**src/rtl/dbgc_pkg.sv**
```systemverilog
package dbgc_pkg;

    // Field and datapath widths
    localparam int SAMPLE_W  = 8;
    localparam int SUM_W     = 15;
    localparam int X_W       = 16;
    localparam int Y_W       = 24;
    localparam int COEF_W    = 32;
    localparam int GAIN_W    = 16;
    localparam int OUT_W     = 16;
    localparam int CFG_IDX_W = 3;

    // Shared multiplier: A carries a coefficient or a sign-extended sum / output,
    // B carries a sample, a history word, the averaging reciprocal or the gain
    localparam int MUL_A_W = 32;
    localparam int MUL_B_W = 25;
    localparam int PROD_W  = MUL_A_W + MUL_B_W;

    // Biquad accumulator: five terms aligned to 2^-50 stay below 2^56
    localparam int ACC_W = 58;

    // Feedforward products are in Q1.15 x Q2.30, moved up to the Q4.20 x Q2.30 grid
    localparam int FF_SHIFT = 5;

    // Biquad tap sequencing
    localparam int TAP_W       = 3;
    localparam int NUM_TAPS    = 5;
    localparam int NUM_FF_TAPS = 3;

    // Register indexes of the configuration port
    localparam logic [CFG_IDX_W-1:0] CFG_B0   = 3'd0;
    localparam logic [CFG_IDX_W-1:0] CFG_B1   = 3'd1;
    localparam logic [CFG_IDX_W-1:0] CFG_B2   = 3'd2;
    localparam logic [CFG_IDX_W-1:0] CFG_A1   = 3'd3;
    localparam logic [CFG_IDX_W-1:0] CFG_A2   = 3'd4;
    localparam logic [CFG_IDX_W-1:0] CFG_GAIN = 3'd5;

    // Register reset values
    localparam logic signed [COEF_W-1:0] B0_RST   = 32'sd27355713;
    localparam logic signed [COEF_W-1:0] B1_RST   = 32'sd0;
    localparam logic signed [COEF_W-1:0] B2_RST   = -32'sd27355713;
    localparam logic signed [COEF_W-1:0] A1_RST   = -32'sd2083993000;
    localparam logic signed [COEF_W-1:0] A2_RST   = 32'sd1019031000;
    localparam logic [GAIN_W-1:0]        GAIN_RST = 16'd1024;

    // Operand selection for the shared multiplier
    typedef enum logic [2:0] {
        OP_AVG  = 3'd0,
        OP_B0   = 3'd1,
        OP_B1   = 3'd2,
        OP_B2   = 3'd3,
        OP_A1   = 3'd4,
        OP_A2   = 3'd5,
        OP_GAIN = 3'd6
    } op_t;

    // Sequencer to datapath controls
    typedef struct packed {
        logic mul_en;
        op_t  op;
        logic x_load;
        logic acc_clr;
        logic acc_add;
        logic acc_ff;
        logic y_load;
        logic out_load;
    } ctrl_t;

endpackage

```
**src/rtl/decimate_bandpass_gain_clip_unit.sv**
```systemverilog
// Channel   Ports                                     Direction
// input     s_valid s_ready s_raw_sample              in
// result    m_valid m_ready m_audio_out m_clipped     out
// config    cfg_valid cfg_ready cfg_index cfg_data    in
//
// An input byte that does not close a decimation period is taken while s_ready stays high.
// The byte that closes a period holds s_ready low while the single shared 32x25
// multiplier runs the average, the five biquad taps and the gain.
// The result waits in an output register; more bytes are taken meanwhile, but the
// next period's run holds s_ready low until that result is taken.
// Reset (aresetn low, synchronous) restores configuration registers and clears filter history.
// cfg_ready is always high; indexes above the list are dropped.
module decimate_bandpass_gain_clip_unit #(
    parameter int DECIM_FACTOR = 50
) (
    input  logic                                   aclk,
    input  logic                                   aresetn,
    input  logic                                   s_valid,
    output logic                                   s_ready,
    input  logic [dbgc_pkg::SAMPLE_W-1:0]          s_raw_sample,
    output logic                                   m_valid,
    input  logic                                   m_ready,
    output logic signed [dbgc_pkg::OUT_W-1:0]      m_audio_out,
    output logic                                   m_clipped,
    input  logic                                   cfg_valid,
    output logic                                   cfg_ready,
    input  logic [dbgc_pkg::CFG_IDX_W-1:0]         cfg_index,
    input  logic [dbgc_pkg::COEF_W-1:0]            cfg_data
);

    localparam int PHASE_W = (DECIM_FACTOR > 1) ? $clog2(DECIM_FACTOR) : 1;
    localparam logic [PHASE_W-1:0] PHASE_LAST = PHASE_W'(DECIM_FACTOR - 1);

    // Averaging reciprocal, round(2^31 / (255 * DECIM_FACTOR))
    localparam longint AVG_DIV   = 64'sd255 * DECIM_FACTOR;
    localparam longint AVG_RECIP = ((64'sd1 <<< 31) + AVG_DIV / 2) / AVG_DIV;
    localparam logic signed [dbgc_pkg::MUL_B_W-1:0] RECIP_OP =
        dbgc_pkg::MUL_B_W'(AVG_RECIP);

    localparam int PW = dbgc_pkg::PROD_W;
    localparam int AW = dbgc_pkg::ACC_W;

    // Rounding offsets and saturation limits
    localparam logic signed [PW-1:0] ROUND_X = PW'(1) << 15;
    localparam logic signed [PW-1:0] ROUND_V = PW'(1) << 12;
    localparam logic signed [AW-1:0] ROUND_Y = AW'(1) << 29;
    localparam logic signed [PW-1:0] X_MAX   = PW'(2 ** (dbgc_pkg::X_W - 1) - 1);
    localparam logic signed [PW-1:0] X_MIN   = -(PW'(2 ** (dbgc_pkg::X_W - 1)));
    localparam logic signed [AW-1:0] Y_MAX   = AW'(2 ** (dbgc_pkg::Y_W - 1) - 1);
    localparam logic signed [AW-1:0] Y_MIN   = -(AW'(2 ** (dbgc_pkg::Y_W - 1)));
    localparam logic signed [PW-1:0] V_MAX   = PW'(2 ** (dbgc_pkg::OUT_W - 1) - 1);
    localparam logic signed [PW-1:0] V_MIN   = -(PW'(2 ** (dbgc_pkg::OUT_W - 1) - 1));

    dbgc_pkg::ctrl_t ctrl;
    logic            idle;
    logic            in_xfer;
    logic            dump;
    logic            out_free;

    // Configuration registers
    logic signed [dbgc_pkg::COEF_W-1:0] coef_b0_reg, coef_b1_reg, coef_b2_reg;
    logic signed [dbgc_pkg::COEF_W-1:0] coef_a1_reg, coef_a2_reg;
    logic [dbgc_pkg::GAIN_W-1:0]        gain_reg;

    // Decimator
    logic [PHASE_W-1:0]                 phase_reg;
    logic signed [dbgc_pkg::SUM_W-1:0]  sum_reg, sum_next;
    logic signed [9:0]                  sample_val;

    // Filter state
    logic signed [dbgc_pkg::X_W-1:0]    x_reg, x_next;
    logic signed [dbgc_pkg::X_W-1:0]    past_in0_reg, past_in1_reg;
    logic signed [dbgc_pkg::Y_W-1:0]    past_out0_reg, past_out1_reg, y_next;
    logic signed [AW-1:0]               acc_reg, acc_term, prod_ext;

    // Multiplier
    logic signed [dbgc_pkg::MUL_A_W-1:0] mul_a;
    logic signed [dbgc_pkg::MUL_B_W-1:0] mul_b;
    logic signed [PW-1:0]                prod;
    logic signed [PW-1:0]                x_round, v_round;
    logic signed [AW-1:0]                y_round;

    // Output register
    logic                               m_valid_reg;
    logic signed [dbgc_pkg::OUT_W-1:0]  audio_reg, audio_next;
    logic                               clip_reg, clip_next;

    assign in_xfer   = s_valid && s_ready;
    assign s_ready   = idle;
    assign cfg_ready = 1'b1;
    assign dump      = (phase_reg == PHASE_LAST);
    assign out_free  = !m_valid_reg || m_ready;

    dbgc_seq u_seq (
        .aclk     (aclk),
        .aresetn  (aresetn),
        .in_xfer  (in_xfer),
        .dump     (dump),
        .out_free (out_free),
        .idle     (idle),
        .ctrl     (ctrl)
    );

    dbgc_mul u_mul (
        .aclk (aclk),
        .en   (ctrl.mul_en),
        .a    (mul_a),
        .b    (mul_b),
        .prod (prod)
    );

    // Configuration writes
    always_ff @(posedge aclk) begin
        if (!aresetn) begin
            coef_b0_reg <= dbgc_pkg::B0_RST;
            coef_b1_reg <= dbgc_pkg::B1_RST;
            coef_b2_reg <= dbgc_pkg::B2_RST;
            coef_a1_reg <= dbgc_pkg::A1_RST;
            coef_a2_reg <= dbgc_pkg::A2_RST;
            gain_reg    <= dbgc_pkg::GAIN_RST;
        end else if (cfg_valid && cfg_ready) begin
            unique case (cfg_index)
                dbgc_pkg::CFG_B0:   coef_b0_reg <= cfg_data;
                dbgc_pkg::CFG_B1:   coef_b1_reg <= cfg_data;
                dbgc_pkg::CFG_B2:   coef_b2_reg <= cfg_data;
                dbgc_pkg::CFG_A1:   coef_a1_reg <= cfg_data;
                dbgc_pkg::CFG_A2:   coef_a2_reg <= cfg_data;
                dbgc_pkg::CFG_GAIN: gain_reg    <= cfg_data[dbgc_pkg::GAIN_W-1:0];
                default: begin
                end
            endcase
        end
    end

    // Byte to signed 2b-255, integrate over the period
    assign sample_val = $signed({1'b0, s_raw_sample, 1'b0}) - 10'sd255;
    assign sum_next   = sum_reg + dbgc_pkg::SUM_W'(sample_val);

    always_ff @(posedge aclk) begin
        if (!aresetn) begin
            phase_reg <= '0;
            sum_reg   <= '0;
        end else if (in_xfer) begin
            sum_reg <= sum_next;
            if (dump) begin
                phase_reg <= '0;
            end else begin
                phase_reg <= phase_reg + 1'b1;
            end
        end else if (ctrl.x_load) begin
            sum_reg <= '0;
        end
    end

    // Operand selection for the shared multiplier
    always_comb begin
        case (ctrl.op)
            dbgc_pkg::OP_AVG: begin
                mul_a = dbgc_pkg::MUL_A_W'(sum_reg);
                mul_b = RECIP_OP;
            end
            dbgc_pkg::OP_B0: begin
                mul_a = coef_b0_reg;
                mul_b = dbgc_pkg::MUL_B_W'(x_reg);
            end
            dbgc_pkg::OP_B1: begin
                mul_a = coef_b1_reg;
                mul_b = dbgc_pkg::MUL_B_W'(past_in0_reg);
            end
            dbgc_pkg::OP_B2: begin
                mul_a = coef_b2_reg;
                mul_b = dbgc_pkg::MUL_B_W'(past_in1_reg);
            end
            dbgc_pkg::OP_A1: begin
                mul_a = coef_a1_reg;
                mul_b = dbgc_pkg::MUL_B_W'(past_out0_reg);
            end
            dbgc_pkg::OP_A2: begin
                mul_a = coef_a2_reg;
                mul_b = dbgc_pkg::MUL_B_W'(past_out1_reg);
            end
            dbgc_pkg::OP_GAIN: begin
                mul_a = dbgc_pkg::MUL_A_W'(past_out0_reg);
                mul_b = $signed({{(dbgc_pkg::MUL_B_W - dbgc_pkg::GAIN_W){1'b0}}, gain_reg});
            end
            default: begin
                mul_a = '0;
                mul_b = '0;
            end
        endcase
    end

    // Average: round to Q1.15 and saturate
    assign x_round = (prod + ROUND_X) >>> 16;
    always_comb begin
        if (x_round > X_MAX) begin
            x_next = X_MAX[dbgc_pkg::X_W-1:0];
        end else if (x_round < X_MIN) begin
            x_next = X_MIN[dbgc_pkg::X_W-1:0];
        end else begin
            x_next = x_round[dbgc_pkg::X_W-1:0];
        end
    end

    always_ff @(posedge aclk) begin
        if (ctrl.x_load) begin
            x_reg <= x_next;
        end
    end

    // Biquad accumulator: feedforward terms shifted up, feedback terms subtracted
    assign prod_ext = {{(AW - PW){prod[PW-1]}}, prod};
    assign acc_term = ctrl.acc_ff ? (prod_ext <<< dbgc_pkg::FF_SHIFT) : -prod_ext;

    always_ff @(posedge aclk) begin
        if (ctrl.acc_clr) begin
            acc_reg <= '0;
        end else if (ctrl.acc_add) begin
            acc_reg <= acc_reg + acc_term;
        end
    end

    // Filter output: round to Q4.20 and saturate
    assign y_round = (acc_reg + ROUND_Y) >>> 30;
    always_comb begin
        if (y_round > Y_MAX) begin
            y_next = Y_MAX[dbgc_pkg::Y_W-1:0];
        end else if (y_round < Y_MIN) begin
            y_next = Y_MIN[dbgc_pkg::Y_W-1:0];
        end else begin
            y_next = y_round[dbgc_pkg::Y_W-1:0];
        end
    end

    // History shift
    always_ff @(posedge aclk) begin
        if (!aresetn) begin
            past_in0_reg  <= '0;
            past_in1_reg  <= '0;
            past_out0_reg <= '0;
            past_out1_reg <= '0;
        end else if (ctrl.y_load) begin
            past_in1_reg  <= past_in0_reg;
            past_in0_reg  <= x_reg;
            past_out1_reg <= past_out0_reg;
            past_out0_reg <= y_next;
        end
    end

    // Gain: round, clip to plus or minus full scale
    assign v_round = (prod + ROUND_V) >>> 13;
    always_comb begin
        if (v_round > V_MAX) begin
            audio_next = V_MAX[dbgc_pkg::OUT_W-1:0];
            clip_next  = 1'b1;
        end else if (v_round < V_MIN) begin
            audio_next = V_MIN[dbgc_pkg::OUT_W-1:0];
            clip_next  = 1'b1;
        end else begin
            audio_next = v_round[dbgc_pkg::OUT_W-1:0];
            clip_next  = 1'b0;
        end
    end

    // Result register
    always_ff @(posedge aclk) begin
        if (!aresetn) begin
            m_valid_reg <= 1'b0;
        end else if (ctrl.out_load) begin
            m_valid_reg <= 1'b1;
        end else if (m_ready) begin
            m_valid_reg <= 1'b0;
        end
    end

    always_ff @(posedge aclk) begin
        if (ctrl.out_load) begin
            audio_reg <= audio_next;
            clip_reg  <= clip_next;
        end
    end

    assign m_valid     = m_valid_reg;
    assign m_audio_out = audio_reg;
    assign m_clipped   = clip_reg;

`ifndef SYNTHESIS
    // A period-closing byte blocks further input while the filter runs
    a_dump_blocks: assert property (@(posedge aclk) disable iff (!aresetn)
        in_xfer && dump |=> !s_ready)
        else $error("input taken during filter run");

    // A new result never overwrites one still waiting
    a_no_overwrite: assert property (@(posedge aclk) disable iff (!aresetn)
        ctrl.out_load |-> out_free)
        else $error("result register overwritten");

    // Phase counter stays inside the period
    a_phase_range: assert property (@(posedge aclk) disable iff (!aresetn)
        phase_reg <= PHASE_LAST)
        else $error("phase counter out of range");

    // Integrator is empty once the average is taken
    a_sum_cleared: assert property (@(posedge aclk) disable iff (!aresetn)
        ctrl.x_load |=> (sum_reg == '0))
        else $error("integrator not dumped");

    // A clipped result sits at full scale
    a_clip_value: assert property (@(posedge aclk) disable iff (!aresetn)
        m_valid && m_clipped |-> (m_audio_out == 16'sd32767 || m_audio_out == -16'sd32767))
        else $error("clipped result not at full scale");
`endif

endmodule

```
**src/rtl/dbgc_mul.sv**
```systemverilog
module dbgc_mul (
    input  logic                                 aclk,
    input  logic                                 en,
    input  logic signed [dbgc_pkg::MUL_A_W-1:0] a,
    input  logic signed [dbgc_pkg::MUL_B_W-1:0] b,
    output logic signed [dbgc_pkg::PROD_W-1:0]  prod
);

    logic signed [dbgc_pkg::PROD_W-1:0] prod_reg;

    // One signed multiply per cycle while en is high, product registered
    always_ff @(posedge aclk) begin
        if (en) begin
            prod_reg <= a * b;
        end
    end

    assign prod = prod_reg;

endmodule

```
**src/rtl/dbgc_seq.sv**
```systemverilog
module dbgc_seq (
    input  logic            aclk,
    input  logic            aresetn,
    input  logic            in_xfer,
    input  logic            dump,
    input  logic            out_free,
    output logic            idle,
    output dbgc_pkg::ctrl_t ctrl
);

    typedef enum logic [7:0] {
        ST_IDLE  = 8'b0000_0001,
        ST_AVG   = 8'b0000_0010,
        ST_XQ    = 8'b0000_0100,
        ST_MAC   = 8'b0000_1000,
        ST_DRAIN = 8'b0001_0000,
        ST_YQ    = 8'b0010_0000,
        ST_GAIN  = 8'b0100_0000,
        ST_OUT   = 8'b1000_0000
    } state_t;

    state_t                       state_reg, state_next;
    logic [dbgc_pkg::TAP_W-1:0]   tap_reg, tap_next;
    logic                         ff_pend_reg, ff_pend_next;

    // State and tap counter
    always_ff @(posedge aclk) begin
        if (!aresetn) begin
            state_reg   <= ST_IDLE;
            tap_reg     <= '0;
            ff_pend_reg <= 1'b0;
        end else begin
            state_reg   <= state_next;
            tap_reg     <= tap_next;
            ff_pend_reg <= ff_pend_next;
        end
    end

    // Next state and controls; a product is accumulated in the cycle after its issue
    always_comb begin
        state_next   = state_reg;
        tap_next     = tap_reg;
        ff_pend_next = 1'b0;
        ctrl         = '0;
        ctrl.op      = dbgc_pkg::OP_AVG;
        unique case (state_reg)
            ST_IDLE: begin
                if (in_xfer && dump) begin
                    state_next = ST_AVG;
                end
            end
            ST_AVG: begin
                ctrl.mul_en = 1'b1;
                ctrl.op     = dbgc_pkg::OP_AVG;
                state_next  = ST_XQ;
            end
            ST_XQ: begin
                ctrl.x_load  = 1'b1;
                ctrl.acc_clr = 1'b1;
                tap_next     = '0;
                state_next   = ST_MAC;
            end
            ST_MAC: begin
                ctrl.mul_en = 1'b1;
                case (tap_reg)
                    3'd0:    ctrl.op = dbgc_pkg::OP_B0;
                    3'd1:    ctrl.op = dbgc_pkg::OP_B1;
                    3'd2:    ctrl.op = dbgc_pkg::OP_B2;
                    3'd3:    ctrl.op = dbgc_pkg::OP_A1;
                    default: ctrl.op = dbgc_pkg::OP_A2;
                endcase
                ctrl.acc_add = (tap_reg != '0);
                ctrl.acc_ff  = ff_pend_reg;
                ff_pend_next = (tap_reg < dbgc_pkg::TAP_W'(dbgc_pkg::NUM_FF_TAPS));
                if (tap_reg == dbgc_pkg::TAP_W'(dbgc_pkg::NUM_TAPS - 1)) begin
                    state_next = ST_DRAIN;
                end else begin
                    tap_next = tap_reg + 1'b1;
                end
            end
            ST_DRAIN: begin
                ctrl.acc_add = 1'b1;
                ctrl.acc_ff  = ff_pend_reg;
                state_next   = ST_YQ;
            end
            ST_YQ: begin
                ctrl.y_load = 1'b1;
                state_next  = ST_GAIN;
            end
            ST_GAIN: begin
                ctrl.mul_en = 1'b1;
                ctrl.op     = dbgc_pkg::OP_GAIN;
                state_next  = ST_OUT;
            end
            ST_OUT: begin
                if (out_free) begin
                    ctrl.out_load = 1'b1;
                    state_next    = ST_IDLE;
                end
            end
            default: begin
                state_next = ST_IDLE;
            end
        endcase
    end

    assign idle = (state_reg == ST_IDLE);

endmodule
```
**config.mk**
```make
export PLATFORM = sky130hd
export DESIGN_NAME = decimate_bandpass_gain_clip_unit
export DESIGN_NICKNAME = d
export VERILOG_FILES = /design/src/rtl/dbgc_pkg.sv /design/src/rtl/decimate_bandpass_gain_clip_unit.sv /design/src/rtl/dbgc_mul.sv /design/src/rtl/dbgc_seq.sv
export SDC_FILE = /design/constraint.sdc
export NUM_CORES = 2
export LEC_CHECK = 0
export ABC_AREA = 0
export BUFFER_PORTS_ARGS = -buffer_cell sky130_fd_sc_hd__buf_2
export CORE_MARGIN = 4
export CORE_UTILIZATION = 36
export DETAILED_ROUTE_END_ITERATION = 10
export GPL_ROUTABILITY_DRIVEN = 0
export GPL_TIMING_DRIVEN = 0
export PLACE_DENSITY = 0.58
export SETUP_SLACK_MARGIN = 0.02
export SLEW_MARGIN = 10
export SYNTH_ARGS = -nofsm -noshare
export SYNTH_HDL_FRONTEND = slang
export SYNTH_SLANG_ARGS = --single-unit
```
**constraint.sdc**
```tcl
create_clock -name aclk -period 8.9 [get_ports aclk]
set_input_delay 2.67 -clock aclk [delete_from_list [all_inputs] [get_ports aclk]]
set_output_delay 2.67 -clock aclk [all_outputs]
set_load 0.01 [all_outputs]
```
==> metrics <==
Synth top area share 0.307; DR iter-0 viols 5491; Crit Path Max Fanout 7; Die Wd 394 um; FMAX 0.103 GHz; number of synthesized flops with an enable pin 90; DRT Pass-1 Iters 6; area added between synthesis and finish 17.4%; outcome complete, but fails checks; vias per inst 5.52; Worst-path clk slew 60 ps; Max-slew headroom 0.133; Initial Util 0.363; RSZ-0062 raised after global routing true; CP Data Required Time 9390 ps; Setup TNS -13230 ps; most common cell in the netlist nand2_1; IO Pins 68; Worst Skew 42.5 ps; commonest cells in the netlist nand2_1 (1301), inv_1 (934), fa_1 (821), nor2_1 (597), a21oi_1 (466); failing checks negative setup slack; main area contributors after synthesis fa_1 (31%), dfxtp_1 (13%), nand2_1 (9.1%); IO Port Bufs 65; wire per inst 23.9 um; Remaining DRCs 0; Primary FF master, synth dfxtp_1; first-pass GRT wire length 312000 um; CP Launch Type flip-flop; CTS Buffer Depth 3; via count 48800; gr usage total 0.267; die area 155000 um2; Synth cell types 100; yosys synthesis warning count 0; # rows 141; syn avg cell area 8.18 um2; Yosys reg bits 438; cell taking the most area after synthesis fa_1; highest-delay cell along the critical path fa_2; # setup viols final 28; Final period util 1.10; sequential fraction of the synthesis area 0.180; CTS buffer count 52; Synth async-reset ratio 0; Final ANT Viol Nets 0; max-slew violations 0; Syn Inst Count 6556; max reg flops 58; Max Cap Viol 0; Hold Vio Cnt, Final 0; worst-skew pair later-pin latency 680 ps; Core Box Area 148000 um2; CTS Sinks 438; Data arrival, critical path 10240 ps; cell area after layout 62900 um2; Hold Slack 453 ps; height of the die 394 um; vias in the first global route 48500; Worst Hold Class reg -> reg; largest net degree at the start of global routing 58; setup ws final -855 ps; TritonCTS clock tree done; initial antenna violation count 7; Setup crit end kind flip-flop; final wirelength 211000 um; Post-Syn Area 53600 um2; GR Overflow Total 0; HPWL Detailed 169000 um; share of post-route cells with drive strength above 1 0.134; fin crit period 9760 ps; clock root cell clkbuf_16; Cell Area, Placed 56500 um2; fin nets 7978; critical path type reg -> reg; max incr delay on CP 610 ps; Worst Tran Pin Value 1290 ps; syn nets 7663; H-tree depth 2
==> per-layer routing <==
metal / global-route usage / part of all wire
met5: 0 / 0.00016
met4: 0.163 / 0.079
met3: 0.0699 / 0.11
met2: 0.404 / 0.43
met1: 0.342 / 0.38
==> worst max-delay path, delay by kind of cell, from the launching register on <==
kind	cells	cell delay, ps
AO/OA/AOI/OAI	8	2000
XOR/XNOR	1	260
adder cells (fa/ha/maj)	8	4030
buffers and inverters	10	1270
flip-flops	1	320
AND/OR/NAND/NOR	9	1650
==> cell families after synthesis <==
kind of cell               after synthesis  share of synthesized area
AOI/OAI and AO/OA                      965                      0.109
xor gates and xnor gates               267                     0.0436
adders and majority gates             1059                      0.362
buffers and inverters                 1304                     0.0951
DFF                                    438                      0.180
muxes                                   53                     0.0100
other                                    1                  0.0000700
and+or+nand+nor                       2469                      0.199
==> per-stage QoR <==
| stage | setup WS [ps] | instances | util |
|---|---|---|---|
| 6_report | -855 | 8846 | 0.426 |
| 4_1_cts | -736 | 8757 | 0.413 |
| 5_1_grt | -906 | 8844 | 0.426 |
| 3_5_place_dp | -3440 | 8552 | 0.382 |
| 2_1_floorplan | 21.2 | 6556 | - |
| 3_3_place_gp | -3610 | 8551 | 0.382 |
==> layout by cell type (no fill, tap or decap), types with 146 or more instances in the layout <==
cell      netlist  final
a21oi_1       466    440
buf_4          10    216
clkbuf_1      222    164
dfxtp_1       348    345
fa_1          821    788
ha_1          238    198
inv_1         934    914
nand2_1      1301   1279
nand3_1       170    146
nor2_1        597    577
xnor2_1       165    154
==> final timing paths <==
path,slack (ps),endpoint,cells after the start,startpoint
worst max-delay path,-860,u_mul.prod[50],36,u_seq.state_reg[1]
worst min-delay path,450,coef_b0_reg[28],2,coef_b0_reg[28]
worst max register to register,-860,u_mul.prod[50],36,u_seq.state_reg[1]
worst min register to register,450,coef_b0_reg[28],2,coef_b0_reg[28]
==> layout make-up <==
type / count / area [um2]
Fill cell: 14700 / 84900
Multi-Input combinational cell: 4814 / 40800
Sequential cell: 438 / 9670
Inverter: 937 / 3520
Tap cell: 1930 / 2410
Buffer: 344 / 2380
Timing Repair Buffer: 284 / 2330
Clock buffer: 64 / 1420
Clock inverter: 33 / 418
Antenna cell: 2 / 5.00
==> repair_timing <==
item / CTS / global route
hold endpoints to repair: 0 / 0
gates cloned: 0 / 4
setup buffers: 123 / 92
pin swaps: 85 / 150
hold buffers: 0 / 0
resized for setup: 470 / 262
setup endpoints to repair: 45 / 39
Power is left out: the tool's default activity adds up to more than one toggle a clock period on the data nets, which glitch-free logic cannot reach.
